--- src/rtl/tkc_pkg.sv ---
// ----------------------------------------------------------------------------
// tkc_pkg
// Types and constants shared by the typed key comparator files.
// ----------------------------------------------------------------------------
package tkc_pkg;

  localparam logic [2:0] OP_INT8   = 3'd0;
  localparam logic [2:0] OP_INT16  = 3'd1;
  localparam logic [2:0] OP_INT32  = 3'd2;
  localparam logic [2:0] OP_FLOAT  = 3'd3;
  localparam logic [2:0] OP_STRING = 3'd4;

  localparam logic [15:0] NULL_LEN = 16'hFFFF;

  // Indicator classes.
  localparam logic [1:0] CLS_EMPTY   = 2'd0;
  localparam logic [1:0] CLS_PRESENT = 2'd1;
  localparam logic [1:0] CLS_NULL    = 2'd2;

  typedef logic signed [16:0] order_t;

  // Class matrix entry that says the values decide.
  localparam logic signed [2:0] PRE_VALUES = 3'sd2;

  function automatic logic [1:0] len_class(input logic [15:0] n);
    if (n == 16'd0) return CLS_EMPTY;
    if (n == NULL_LEN) return CLS_NULL;
    return CLS_PRESENT;
  endfunction

  function automatic logic signed [2:0] class_order(input logic [1:0] ca,
                                                    input logic [1:0] cb);
    logic signed [2:0] r;
    r = 3'sd0;
    case ({ca, cb})
      {CLS_EMPTY, CLS_PRESENT}, {CLS_EMPTY, CLS_NULL},
      {CLS_PRESENT, CLS_NULL}: r = 3'sd1;
      {CLS_PRESENT, CLS_EMPTY}, {CLS_NULL, CLS_EMPTY},
      {CLS_NULL, CLS_PRESENT}: r = -3'sd1;
      {CLS_PRESENT, CLS_PRESENT}: r = PRE_VALUES;
      default: r = 3'sd0;
    endcase
    return r;
  endfunction

endpackage

--- src/rtl/tkc_if.sv ---
// ----------------------------------------------------------------------------
// tkc_in_if / tkc_out_if
// Valid/ready channels for key pairs and comparison results.
// ----------------------------------------------------------------------------
interface tkc_in_if;
  logic        valid;
  logic        ready;
  logic [2:0]  opcode;
  logic        first_pair;
  logic [15:0] len_a;
  logic [15:0] len_b;
  logic [31:0] value_a;
  logic [31:0] value_b;
  modport source (output valid, opcode, first_pair, len_a, len_b, value_a, value_b,
                  input ready);
  modport sink (input valid, opcode, first_pair, len_a, len_b, value_a, value_b,
                output ready);
endinterface

interface tkc_out_if;
  logic               valid;
  logic               ready;
  logic signed [16:0] order;
  modport source (output valid, order, input ready);
  modport sink (input valid, order, output ready);
endinterface

--- src/rtl/tkc_compare.sv ---
// ----------------------------------------------------------------------------
// tkc_compare
// Compare logic plus string state and result register; one order per item.
// ----------------------------------------------------------------------------
module tkc_compare (
  input  logic                clk,
  input  logic                rst_n,
  tkc_in_if.sink              in_ch,
  input  logic                adv,
  output logic                res_valid,
  output tkc_pkg::order_t     res_order
);
  import tkc_pkg::*;

  logic        str_act_r, str_act_nxt;
  logic [15:0] rem_a_r, rem_a_nxt, rem_b_r, rem_b_nxt;
  logic        emit;
  order_t      ord;
  logic signed [2:0] pre;
  logic signed [8:0] bdiff;
  logic [31:0] ka, kb, ma, mb;
  logic        act;

  assign in_ch.ready = adv;

  // Combinational compare on the incoming transaction.
  always_comb begin
    str_act_nxt = str_act_r;
    rem_a_nxt   = rem_a_r;
    rem_b_nxt   = rem_b_r;
    emit        = 1'b0;
    ord         = '0;
    pre   = class_order(len_class(in_ch.len_a), len_class(in_ch.len_b));
    bdiff = 9'($signed(in_ch.value_a[7:0])) - 9'($signed(in_ch.value_b[7:0]));
    ma = {1'b0, in_ch.value_a[30:0]};
    mb = {1'b0, in_ch.value_b[30:0]};
    ka = in_ch.value_a[31] ? ~in_ch.value_a : (in_ch.value_a | 32'h8000_0000);
    kb = in_ch.value_b[31] ? ~in_ch.value_b : (in_ch.value_b | 32'h8000_0000);
    act = str_act_r;
    if (in_ch.opcode < OP_STRING || (in_ch.opcode == OP_STRING && in_ch.first_pair)) begin
      if (in_ch.opcode == OP_STRING) act = 1'b0;
      if (pre != PRE_VALUES) begin
        emit = 1'b1;
        ord  = 17'(pre);
        if (in_ch.opcode == OP_STRING) str_act_nxt = 1'b0;
      end else begin
        case (in_ch.opcode)
          OP_INT8: begin
            emit = 1'b1;
            ord  = 17'(bdiff);
          end
          OP_INT16: begin
            emit = 1'b1;
            ord  = 17'($signed(in_ch.value_a[15:0])) - 17'($signed(in_ch.value_b[15:0]));
          end
          OP_INT32: begin
            emit = 1'b1;
            if ($signed(in_ch.value_a) > $signed(in_ch.value_b)) ord = 17'sd1;
            else if ($signed(in_ch.value_a) < $signed(in_ch.value_b)) ord = -17'sd1;
          end
          OP_FLOAT: begin
            emit = 1'b1;
            if (ma > 32'h7F80_0000 || mb > 32'h7F80_0000) ord = '0;
            else if (ma == 32'd0 && mb == 32'd0) ord = '0;
            else if (ka > kb) ord = 17'sd1;
            else if (ka < kb) ord = -17'sd1;
          end
          default: begin
            act = 1'b1;
            rem_a_nxt = in_ch.len_a;
            rem_b_nxt = in_ch.len_b;
          end
        endcase
      end
    end
    // String byte step, on the new counts for a first pair.
    if (in_ch.opcode == OP_STRING && act && !emit) begin
      if (bdiff != 9'sd0) begin
        emit = 1'b1;
        ord  = 17'(bdiff);
        str_act_nxt = 1'b0;
      end else if (rem_a_nxt == 16'd1) begin
        emit = 1'b1;
        ord  = 17'sd1 - $signed({1'b0, rem_b_nxt});
        str_act_nxt = 1'b0;
      end else if (rem_b_nxt == 16'd1) begin
        emit = 1'b1;
        ord  = 17'sd1;
        str_act_nxt = 1'b0;
      end else begin
        str_act_nxt = 1'b1;
        rem_a_nxt = rem_a_nxt - 16'd1;
        rem_b_nxt = rem_b_nxt - 16'd1;
      end
    end
  end

  // State and result register.
  always_ff @(posedge clk) begin
    if (!rst_n) begin
      str_act_r <= 1'b0;
      rem_a_r   <= '0;
      rem_b_r   <= '0;
      res_valid <= 1'b0;
    end else if (adv) begin
      res_valid <= in_ch.valid && emit;
      if (in_ch.valid) begin
        str_act_r <= str_act_nxt;
        rem_a_r   <= rem_a_nxt;
        rem_b_r   <= rem_b_nxt;
      end
    end
  end

  always_ff @(posedge clk) begin
    if (adv) res_order <= ord;
  end

endmodule

--- src/rtl/typed_key_comparator_core.sv ---
// ----------------------------------------------------------------------------
// typed_key_comparator_core
// Compares two database keys of one type and reports their signed order.
// ----------------------------------------------------------------------------
// Usage: key pairs arrive on in_ch (valid/ready); each fixed-width pair gives
// one result on out_ch, and a string is streamed one byte pair per
// transaction with one result when the order is decided.
// Each result is registered and is presented in the cycle after the transaction that gives it is accepted.
// Throughput: one transaction per cycle while the receiver takes each result, set by the single result register.
// The input accepts whenever the result register is empty or being taken,
// so a stalled receiver holds the result and stops the input.
// Reset clears the string state and the result valid flag.
// ----------------------------------------------------------------------------
module typed_key_comparator_core (
  input logic       clk,
  input logic       rst_n,
  tkc_in_if.sink    in_ch,
  tkc_out_if.source out_ch
);
  import tkc_pkg::*;

  logic   res_valid;
  order_t res_order;
  logic   adv;

  // Advance when the result register is free.
  assign adv = !res_valid || out_ch.ready;

  tkc_compare u_cmp (
    .clk       (clk),
    .rst_n     (rst_n),
    .in_ch     (in_ch),
    .adv       (adv),
    .res_valid (res_valid),
    .res_order (res_order)
  );

  assign out_ch.valid = res_valid;
  assign out_ch.order = res_order;

endmodule
--- src/flat_wrapper.sv ---
// flat-port wrapper written by rule: the top's interface ports become plain ports
module typed_key_comparator_core_flat import tkc_pkg::*;
  (clk, rst_n, in_ch_valid, in_ch_opcode, in_ch_first_pair, in_ch_len_a, in_ch_len_b, in_ch_value_a, in_ch_value_b, in_ch_ready, out_ch_valid, out_ch_order, out_ch_ready);
  tkc_in_if in_ch_i ();
  tkc_out_if out_ch_i ();
  input logic clk;
  input logic rst_n;
  input wire logic [$bits(in_ch_i.valid)-1:0] in_ch_valid;
  input wire logic [$bits(in_ch_i.opcode)-1:0] in_ch_opcode;
  input wire logic [$bits(in_ch_i.first_pair)-1:0] in_ch_first_pair;
  input wire logic [$bits(in_ch_i.len_a)-1:0] in_ch_len_a;
  input wire logic [$bits(in_ch_i.len_b)-1:0] in_ch_len_b;
  input wire logic [$bits(in_ch_i.value_a)-1:0] in_ch_value_a;
  input wire logic [$bits(in_ch_i.value_b)-1:0] in_ch_value_b;
  output wire logic [$bits(in_ch_i.ready)-1:0] in_ch_ready;
  output wire logic [$bits(out_ch_i.valid)-1:0] out_ch_valid;
  output wire logic [$bits(out_ch_i.order)-1:0] out_ch_order;
  input wire logic [$bits(out_ch_i.ready)-1:0] out_ch_ready;
  assign in_ch_i.valid = in_ch_valid;
  assign in_ch_i.opcode = in_ch_opcode;
  assign in_ch_i.first_pair = in_ch_first_pair;
  assign in_ch_i.len_a = in_ch_len_a;
  assign in_ch_i.len_b = in_ch_len_b;
  assign in_ch_i.value_a = in_ch_value_a;
  assign in_ch_i.value_b = in_ch_value_b;
  assign in_ch_ready = in_ch_i.ready;
  assign out_ch_valid = out_ch_i.valid;
  assign out_ch_order = out_ch_i.order;
  assign out_ch_i.ready = out_ch_ready;
  typed_key_comparator_core u_core (.clk(clk), .rst_n(rst_n), .in_ch(in_ch_i), .out_ch(out_ch_i));
endmodule
--- config.mk ---
export PLATFORM = sky130hd
export DESIGN_NAME = typed_key_comparator_core_flat
export DESIGN_NICKNAME = d
export VERILOG_FILES = /design/src/rtl/tkc_pkg.sv /design/src/rtl/tkc_if.sv /design/src/rtl/tkc_compare.sv /design/src/rtl/typed_key_comparator_core.sv /design/src/flat_wrapper.sv
export SDC_FILE = /design/constraint.sdc
export NUM_CORES = 1
export LEC_CHECK = 0
export BUFFER_PORTS_ARGS = -buffer_cell sky130_fd_sc_hd__buf_2
export CAP_MARGIN = 20
export CELL_PAD_IN_SITES_DETAIL_PLACEMENT = 1
export CELL_PAD_IN_SITES_GLOBAL_PLACEMENT = 1
export CORE_MARGIN = 2
export CORE_UTILIZATION = 46
export CTS_CLUSTER_SIZE = 14
export DETAILED_ROUTE_END_ITERATION = 10
export GPL_TIMING_DRIVEN = 1
export PLACE_DENSITY_LB_ADDON = 0.1
export REMOVE_ABC_BUFFERS = 1
export SETUP_SLACK_MARGIN = 0.02
export SLEW_MARGIN = 20
export SYNTH_ARGS = -nofsm -noshare
export SYNTH_HDL_FRONTEND = slang
export SYNTH_SLANG_ARGS = --single-unit
--- constraint.sdc ---
create_clock -name clk -period 11.8 [get_ports clk]
set_input_delay 2.36 -clock clk [delete_from_list [all_inputs] [get_ports clk]]
set_output_delay 2.36 -clock clk [all_outputs]
set_load 0.02 [all_outputs]
# == Word level (Yosys, flattened, before mapping) ==
# Cells that the tools add are included.
# word_totals
inputBits,104
out_inout_bits,19
reg_bits,51
wordCells,119
# classes
n_lt_le_gt_ge,7
muxes,61
eq_ne,16
n_reduce_logical,23
bitwise,2
addsub,5
# op_table
operator,count
16-bit two-way mux,14
17-bit two-way mux,12
17-bit one-hot mux with 4 select lines,1
32-bit > comparator,2
32-bit less-than comparator,2
32-bit two-way mux,2
32-bit NOT,2
31-bit > comparator (second input constant),2
31-bit zero test,2
16-bit by 1-bit == test with 1-bit output (second input constant),2
16-bit == test (second input constant),2
16-bit zero test,2
16-bit by 1-bit subtractor with 16-bit output (second input constant),2
1-bit two-way mux,23
1-bit by 16-bit subtractor with 17-bit output (first input constant),1
16-bit by 16-bit subtractor with 17-bit output,1
2-bit two-way mux,8
4-bit by 3-bit == test with 1-bit output (second input constant),3
3-bit one-hot mux with 3 select lines,1
9-bit nonzero test,1
8-bit by 8-bit subtractor with 9-bit output,1
4-bit == test (second input constant),2
3-bit by 2-bit == test with 1-bit output (second input constant),2
3-bit OR reduction,2
14 further kinds,22

# == Depth between registers and ports, before layout ==
# Gate-level depths: netlist of the first run.
# logic_depth
depth_word,17
depth_mapped,19
mapped_depth_nobuf,16

# == Modules after synthesis ==
# From an unflattened synthesis of the first run, not the netlist that was laid out.
# unflattened
hier_cells,1001
area_unflattened_um2,7440.9
# by_module_without_submodules
module,seq_area_each_um2,area_per_inst_um2,n_inst,cells_each
tkc_compare,1191.1,7434.6,1,1000
typed_key_comparator_core,0.0,6.3,1,1

# == Worst setup path before layout of the first run ==
# No wires, ideal clock.
# synth_path
kind,in2reg
from,in in_ch_opcode[1]
to,reg u_core.u_cmp.rem_b_r[4]
path_buffers,4
required_ns,11.724
path_slack_ns,5.332
path_stages,19
setup_time_ns,0.076
t_arrival_ns,6.392
path_cell_list,clkbuf_1 > nor3b_2 > nand2_1 > a311o_1 > nor2_4 > clkbuf_1 > buf_2 > mux2i_1 > ha_1 > nor3b_1 > and4_1 > a31oi_1 > and3_1 > nor2_2 > nor3_4 > nand3_1 > buf_2 > mux2_2 > a31oi_1
# synth_via
elab_chain_cells,10
elab_cells_between_ends,32
cone_classes,add/sub: 1; order compare: 1; eq/ne: 6; mux: 17; reduce/logical: 7
# synth_lines
item,line,text
start: declaration,flat_wrapper.sv:9,input wire logic [$bits(in_ch_i.opcode)-1:0] in_ch_opcode;
3-bit by 2-bit == test with 1-bit output (tied with other cells),tkc_compare.sv:47,case (in_ch.opcode)
4-bit OR reduction (no line),n/a,
16-bit two-way mux,tkc_compare.sv:47,
16-bit two-way mux,tkc_compare.sv:42,if (pre != PRE_VALUES) begin
16-bit two-way mux,tkc_compare.sv:40,if (in_ch.opcode < OP_STRING || (in_ch.opcode == OP_STRING && in_ch.first_pair)) begin
16-bit by 1-bit subtractor with 16-bit output / 16-bit by 1-bit == test with 1-bit output (equally long branches),"tkc_compare.sv:93, tkc_compare.sv:86",
16-bit two-way mux,tkc_compare.sv:86,end else if (rem_b_nxt == 16'd1) begin
16-bit two-way mux,tkc_compare.sv:82,end else if (rem_a_nxt == 16'd1) begin
16-bit two-way mux,tkc_compare.sv:78,if (bdiff != 9'sd0) begin
16-bit two-way mux *,tkc_compare.sv:77,if (in_ch.opcode == OP_STRING && act && !emit) begin
end signal: assignment,tkc_compare.sv:110,rem_b_r <= rem_b_nxt;
end: declaration,tkc_compare.sv:16,"logic [15:0] rem_a_r, rem_a_nxt, rem_b_r, rem_b_nxt;"
# Every way passes the cells marked *; elsewhere a longest branch is shown, timed or not.
# A chain may end at the register's enable or synchronous reset.

# == Worst setup path in the final report of the first run ==
# layout_path
from,in in_ch_len_b[3]
to,reg u_core.u_cmp.rem_b_r[14]
# layout_via
elab_chain_cells,16
elab_cells_between_ends,38
cone_classes,add/sub: 1; eq/ne: 11; mux: 20; reduce/logical: 6
# layout_lines
item,line,text
start: declaration,flat_wrapper.sv:12,input wire logic [$bits(in_ch_i.len_b)-1:0] in_ch_len_b;
16-bit == test,tkc_pkg.sv:27,if (n == NULL_LEN) return CLS_NULL;
1-bit two-way mux (2 in a row),tkc_pkg.sv:27,
2-bit two-way mux,tkc_pkg.sv:28,return CLS_PRESENT;
2-bit two-way mux,tkc_pkg.sv:27,
4-bit by 3-bit == test with 1-bit output (tied with other cells),tkc_pkg.sv:35,"case ({ca, cb})"
3-bit OR reduction,tkc_pkg.sv:35,
3-bit one-hot mux with 3 select lines,tkc_pkg.sv:35,
3-bit != test,tkc_compare.sv:42,
16-bit two-way mux,tkc_compare.sv:42,
16-bit two-way mux,tkc_compare.sv:40,
16-bit by 1-bit subtractor with 16-bit output / 16-bit by 1-bit == test with 1-bit output (equally long branches),"tkc_compare.sv:93, tkc_compare.sv:86",
16-bit two-way mux,tkc_compare.sv:86,
16-bit two-way mux,tkc_compare.sv:82,
16-bit two-way mux,tkc_compare.sv:78,
16-bit two-way mux *,tkc_compare.sv:77,
# Every way passes the cells marked *; elsewhere a longest branch is shown, timed or not. The select of a mux whose other input is x is not followed.

==> results of run 1 <==
where the power goes:
group	internal (uW)	total, uW	switching (uW)
clock network	101	178	76.7
registers	192	197	4.58
logic	109	281	172
cell type report:
cell class	count	area share
Sequential cell	51	0.147
Tap cell	211	0.0326
Multi-Input combinational cell	800	0.696
Clock buffer	5	0.0154
Clock inverter	3	0.00556
Inverter	45	0.0208
Timing Repair Buffer	130	0.0827
through the flow:
stage | cells | worst slack, ns | utilization | hold WS, ns
floorplan | 896 | 5.19 | - | 0.442
global placement | 1237 | 4.24 | 0.520 | 0.466
detailed placement | 1237 | 4.04 | 0.520 | 0.477
CTS | 1245 | 4.35 | 0.531 | 0.491
global route | 1245 | 3.87 | 0.531 | 0.519
finish | 1245 | 4.24 | 0.531 | 0.491
worst paths after layout:
| path | cells after the start | to |
|---|---|---|
| max | 17 | u_core.u_cmp.rem_b_r[14] |
| min | 2 | u_core.u_cmp.rem_b_r[0] |
| max reg2reg | 12 | u_core.u_cmp.rem_b_r[14] |
| min reg2reg | 2 | u_core.u_cmp.rem_b_r[0] |
synthesized netlist by cell type (18+ instances only):
cell type,number
xnor2_1,51
mux2i_1,29
nand2_1,84
nor4_1,27
inv_1,43
xor2_1,36
nor3_1,29
a21oi_1,51
nand3_1,37
o211ai_1,18
o21ai_0,40
ha_1,70
dfxtp_1,34
nand4_1,37
clkbuf_1,18
nor2_1,71
tightest hold or removal path, stage by stage, from the launching register on:
cell     delay, ns
dfxtp_1       0.34
nand2_1       0.06
a21oi_1       0.05
registers in the layout, summed over array words and instances, names as in the netlist:
register                cells
u_core.u_cmp.rem_a_r       16
u_core.u_cmp.rem_b_r       16
u_core.u_cmp.res_valid      1
u_core.u_cmp.res_order     17
u_core.u_cmp.str_act_r      1
per-layer routing:
metal,track usage,up-vias,share of wire,wire length (um)
li1,-,3722,-,-
met4,0.0716,0,0.019,488
met3,0.0339,44,0.055,1400
met5,0,-,0,0
met1,0.423,3814,0.46,11600
met2,0.510,267,0.47,11800
kinds of logic after synthesis:
family / after synthesis / share of synthesized area
and+or+nand+nor: 368 / 0.272
AOI/OAI and AO/OA: 235 / 0.224
xor gates and xnor gates: 87 / 0.106
buffers and inverters: 87 / 0.0504
adders and majority gates: 71 / 0.125
DFF: 51 / 0.166
muxes: 39 / 0.0569
layout by cell type, fill, tap and decap left out, types with 7 or more instances in the layout:
master and instances:
a211oi_1 9, a21o_1 15, a21oi_1 51, a31oi_1 16, buf_2 122, buf_4 8
dfxtp_1 34, edfxtp_1 17, ha_1 70, inv_1 43, mux2i_1 29, nand2_1 84
nand2b_1 7, nand3_1 37, nand4_1 37, nor2_1 71, nor2b_1 10, nor3_1 29
nor4_1 27, o211ai_1 18, o21a_1 10, o21ai_0 40, o221ai_1 10, o31a_1 7
o31ai_1 8, or3_1 14, or4_1 7, xnor2_1 51, xor2_1 36
==> flow_metrics.env, run 1 <==
export IMPL_skew_ns=0.0114
export IMPL_yosysTopAreaCell="ha_1"
export IMPL_routedWlPerCell_um=20.3
export IMPL_slew_violations=0
export IMPL_setup_violations=0
export IMPL_htree_levels=2
export IMPL_syn_inst=938
export IMPL_nNetsFinal=1208
export IMPL_clock_root_buffer="clkbuf_16"
export IMPL_finalCriticalPeriod_ns=7.56
export IMPL_max_freq_ghz=0.132
export IMPL_async_reset_ff_frac=0
export IMPL_syn_area_um2=7200
export IMPL_cap_violations=0
export IMPL_synth_ff_latch_count=51
export IMPL_synth_edf_count=17
export IMPL_dr_pass1_iters=5
export IMPL_diodes=0
export IMPL_postCtsSetupRepairBufs=0
export IMPL_crit_path_start_kind="input port"
export IMPL_grt_max_degree=40
export IMPL_initial_core_util=0.472
export IMPL_ys_types=91
export IMPL_vias_per_cell=6.30
export IMPL_postRouteAntennaNets=0
export IMPL_cts_buffer_depth=2
export IMPL_grt_overflow=0
export IMPL_multiInputGateArea_um2=5640
export IMPL_grt_pass1_wl_um=40700
export IMPL_die_area_um2=16700
export IMPL_postPlaceCellArea_um2=7940
export IMPL_max_stage_delay_ns=0.92
export IMPL_n_fill_cell=1984
export IMPL_hold_violations=0
export IMPL_worstPathMaxFanout=39
export IMPL_power_total_uw=656
export IMPL_antenna_found_initial=0
export IMPL_tightest_slew_ns=1.06
export IMPL_cp_end_kind="register"
export IMPL_place_gp_congestion=0.933
export IMPL_ys_warn_count=0
export IMPL_layout_drive_gt1_share=0.169
export IMPL_ios=123
export IMPL_seq_area_frac_synth=0.166
export IMPL_worstSkewPairLatency_ns=0.31
export IMPL_status="complete, no violations"
export IMPL_drt_iter0_drc=536
export IMPL_die_h_um=129
export IMPL_reg2reg_slack_ns=8.27
export IMPL_rows=45
export IMPL_critPathMostFrequentCell="nand3_1"
export IMPL_portBuffers=122
export IMPL_ir_drop_uv=53.0
export IMPL_synth_top_cell_area_share=0.122
export IMPL_min_path_type="register to register"
export IMPL_cts_buffers=5
export IMPL_worstPathArrival_ns=7.81
export IMPL_worstHoldStart="u_core.u_cmp.rem_b_r[0]"
export IMPL_routed_via_count=7847
export IMPL_max_slew_margin=0.286
export IMPL_ff_latch_area_um2=1190
export IMPL_ctsResizeCount=0
export IMPL_die_x_um=129
export IMPL_synthTopCellsByArea="ha_1, dfxtp_1, edfxtp_1"
export IMPL_drc_errors=0
export IMPL_r2r_start="u_core.u_cmp.rem_b_r[0]"
export IMPL_post_dp_hpwl_um=20000
export IMPL_cp_num_buf_inv=2
export IMPL_grt_pass1_vias=7742
export IMPL_crit_slowest_cell="nor4_1"
export IMPL_grt_use_total=0.305
export IMPL_postLayoutCellArea_um2=8110
export IMPL_cts_sinks=51
export IMPL_cts_hold_buf=0
export IMPL_required_ns=12.05
export IMPL_core_area_um2=15300
export IMPL_area_delta_synth_final_pct=12.7
export IMPL_rsz0062_at_grt="no"
export IMPL_leakagePower_uw=0.00331
export IMPL_cts_tree="done"
export IMPL_path_class="input port to register"
export IMPL_cp_cell_sequence="buf_2 -> nand4_1 -> nor4_1 -> a31oi_2 -> nand2_2 -> mux2i_2 -> inv_2 -> ha_1 -> nor3b_1 -> and4_1 -> a31oi_1 -> and3_1 -> nor2_2 -> nor3_4 -> nand3_1 -> or4_1 -> nand3_1"
export IMPL_avgSynthCellArea_um2=7.67
export IMPL_p_per_area_nw_per_um2=81.0
export IMPL_synthFlopType="dfxtp_1"
export IMPL_wl_um=25300
export IMPL_clk_pin_slew_ns=0.08
export IMPL_final_period_utilization=0.641
export IMPL_worst_path_dominant_cell_family="simple AND/OR/NAND/NOR gates"
export IMPL_crit_start="in_ch_len_b[3]"
export IMPL_fin_setup_tns_ns=0
Note: power is estimated with default switching activity, not from simulation.
==> inputs of run 2 (changes only) <==
--- a/config.mk
+++ b/config.mk
@@ -10,7 +10,7 @@
 export CELL_PAD_IN_SITES_DETAIL_PLACEMENT = 1
 export CELL_PAD_IN_SITES_GLOBAL_PLACEMENT = 1
 export CORE_MARGIN = 2
-export CORE_UTILIZATION = 46
+export CORE_UTILIZATION = 43
 export CTS_CLUSTER_SIZE = 14
 export DETAILED_ROUTE_END_ITERATION = 10
 export GPL_TIMING_DRIVEN = 1
==> constraint.sdc (replaced) <==
create_clock -name clk -period 7.1 [get_ports clk]
set_input_delay 1.42 -clock clk [delete_from_list [all_inputs] [get_ports clk]]
set_output_delay 1.42 -clock clk [all_outputs]
set_load 0.02 [all_outputs]
==> run 2 against run 1 <==
Global-route usage fell by 2.3 points. Via count fell by 1.4%. Non-clock buffer count rose by 2. Register-to-register slack got worse by 4.4 ns. Final cell count rose by 0.88%. Critical path depth did not move. Total power rose by 60%. First-iteration DRC count fell by 6.5%. Clock power rose by 47%. Worst hold slack improved by 0.0046 ns. Utilization fell by 3.9 points. Largest cell class unchanged. Largest power group unchanged. Highest routed layer is now met5.
==> flow_metrics.env, run 2 (synthesis results as in run 1) <==
export IMPL_layout_drive_gt1_share=0.171
export IMPL_fin_setup_tns_ns=0
export IMPL_cap_violations=0
export IMPL_cp_num_buf_inv=2
export IMPL_max_slew_margin=0.288
export IMPL_grt_pass1_vias=7650
export IMPL_skew_ns=0.00777
export IMPL_path_class="input port to register"
export IMPL_place_gp_congestion=0.965
export IMPL_min_path_type="register to register"
export IMPL_post_route_util=0.493
export IMPL_seqPwrFrac=0.312
export IMPL_grt_use_total=0.282
export IMPL_worstHoldStart="u_core.u_cmp.rem_b_r[1]"
export IMPL_crit_path_start_kind="input port"
export IMPL_drt_iter0_drc=501
export IMPL_ir_drop_uv=90.9
export IMPL_cts_buffers=5
export IMPL_cp_end_kind="register"
export IMPL_post_dp_hpwl_um=19600
export IMPL_most_common_layout_cells="buf_2, nand2_1, nor2_1, ha_1"
export IMPL_crit_start="in_ch_len_b[3]"
export IMPL_wl_um=25000
export IMPL_grt_pass1_wl_um=40800
export IMPL_routed_via_count=7734
export IMPL_vias_per_cell=6.16
export IMPL_worstPathArrival_ns=5.87
export IMPL_cts_tree="done"
export IMPL_max_freq_ghz=0.177
export IMPL_antenna_found_initial=1
export IMPL_largest_register_ffs=17
export IMPL_internal_power_uw=635
export IMPL_initial_core_util=0.437
export IMPL_clock_root_buffer="clkbuf_16"
export IMPL_cp_cell_sequence="buf_2 -> nand4_1 -> nor4_1 -> a31oi_2 -> nand2_2 -> mux2i_2 -> inv_2 -> ha_1 -> nor3b_1 -> and4_1 -> a31oi_1 -> and3_1 -> nor2_2 -> nor4b_4 -> o211ai_1 -> a2111o_1 -> a31oi_1"
export IMPL_diodes=0
export IMPL_clk_pin_slew_ns=0.08
export IMPL_critPathMostFrequentCell="a31oi_1"
export IMPL_cts_sinks=51
export IMPL_dr_pass1_iters=4
export IMPL_worst_path_dominant_cell_family="simple AND/OR/NAND/NOR gates"
export IMPL_hold_violations=0
export IMPL_ctsResizeCount=0
export IMPL_power_total_uw=1050
export IMPL_drc_errors=0
export IMPL_worstSkewPairLatency_ns=0.31
export IMPL_tightest_slew_ns=1.06
export IMPL_final_period_utilization=0.797
export IMPL_cts_buffer_depth=2
export IMPL_cts_hold_buf=0
export IMPL_portBuffers=122
export IMPL_area_delta_synth_final_pct=12.8
export IMPL_r2r_start="u_core.u_cmp.rem_b_r[0]"
export IMPL_die_area_um2=17800
export IMPL_die_h_um=133
export IMPL_nNetsFinal=1210
export IMPL_setup_ws_ns=1.44
export IMPL_postCtsSetupRepairBufs=0
export IMPL_hold_slack_ns=0.496
export IMPL_postRouteAntennaNets=0
export IMPL_p_per_area_nw_per_um2=130
export IMPL_dp_slack_ns=1.25
export IMPL_die_x_um=133
export IMPL_rows=47
export IMPL_top_regs="u_core.u_cmp.res_order (17), u_core.u_cmp.rem_a_r (16), u_core.u_cmp.rem_b_r (16)"
export IMPL_setup_violations=0
export IMPL_switching_share=0.396
export IMPL_grt_max_degree=44
export IMPL_clkPwrFrac=0.249
export IMPL_ios=123
export IMPL_slew_violations=0
export IMPL_worstPathMaxFanout=9
export IMPL_core_area_um2=16500
export IMPL_regMostFlops="u_core.u_cmp.res_order"
export IMPL_max_stage_delay_ns=0.87
export IMPL_finalCriticalPeriod_ns=5.66
export IMPL_leakagePower_uw=0.00330
export IMPL_required_ns=7.32
export IMPL_status="complete, no violations"
export IMPL_htree_levels=2
export IMPL_routedWlPerCell_um=19.9
export IMPL_grt_overflow=0
export IMPL_final_common_cell="buf_2"
export IMPL_switchingPower_uw=417
export IMPL_crit_slowest_cell="nor4_1"
export IMPL_combinationalPowerShare=0.439
export IMPL_rsz0062_at_grt="no"
[run 2: cell types whose count changed in the layout (fill, tap and decap cells not counted), sizes merged]
cell	delta
clkinv	+1
buf	+2
bufinv	-1
[run 2: power groups by stage]
stage	Combinational, uW	Sequential (uW)	Clock (uW)
6_report	462	328	262
5_1_grt	513	329	277
3_5_place_dp	456	335	0
4_1_cts	459	328	268
3_3_place_gp	448	334	0
2_1_floorplan	271	350	0
[run 2: per-layer routing]
metal,global-route usage,part of all wire,up-vias
met5,0,0.00052,-
met4,0.0496,0.015,2
met3,0.0335,0.047,27
met2,0.464,0.46,195
met1,0.402,0.48,3786
li1,-,-,3724
[run 2: final timing paths]
check             slack (ns)  depth (start not counted)                        to
setup / recovery        1.44                         17  u_core.u_cmp.rem_a_r[11]
hold / removal          0.50                          2   u_core.u_cmp.rem_b_r[1]
setup reg to reg        3.87                         12  u_core.u_cmp.rem_a_r[11]
hold reg to reg         0.50                          2   u_core.u_cmp.rem_b_r[1]
[run 2: worst register-to-register path, delay by kind of cell (launching register included)]
kind | cells | cell delay [ns]
flops | 1 | 0.34
compound gates | 4 | 0.89
mux | 1 | 0.36
fa+ha+maj | 1 | 0.21
simple gates | 5 | 1.26
buf+inv | 1 | 0.08
[run 2: stage by stage]
stage	instance area (um2)	std cells
after floorplan	7000	896
after global placement	7960	1248
after detailed placement	7960	1248
after CTS	8110	1256
after global routing	8110	1256
final	8110	1256
[run 2: area by class of cell]
class,instances,area (um2)
clock buffer,5,125
clock inverter,3,26.3
fill,2150,8350
inverter,45,169
multi-input combinational,800,5640
sequential,51,1190
tap,220,275
timing repair buffer,132,686
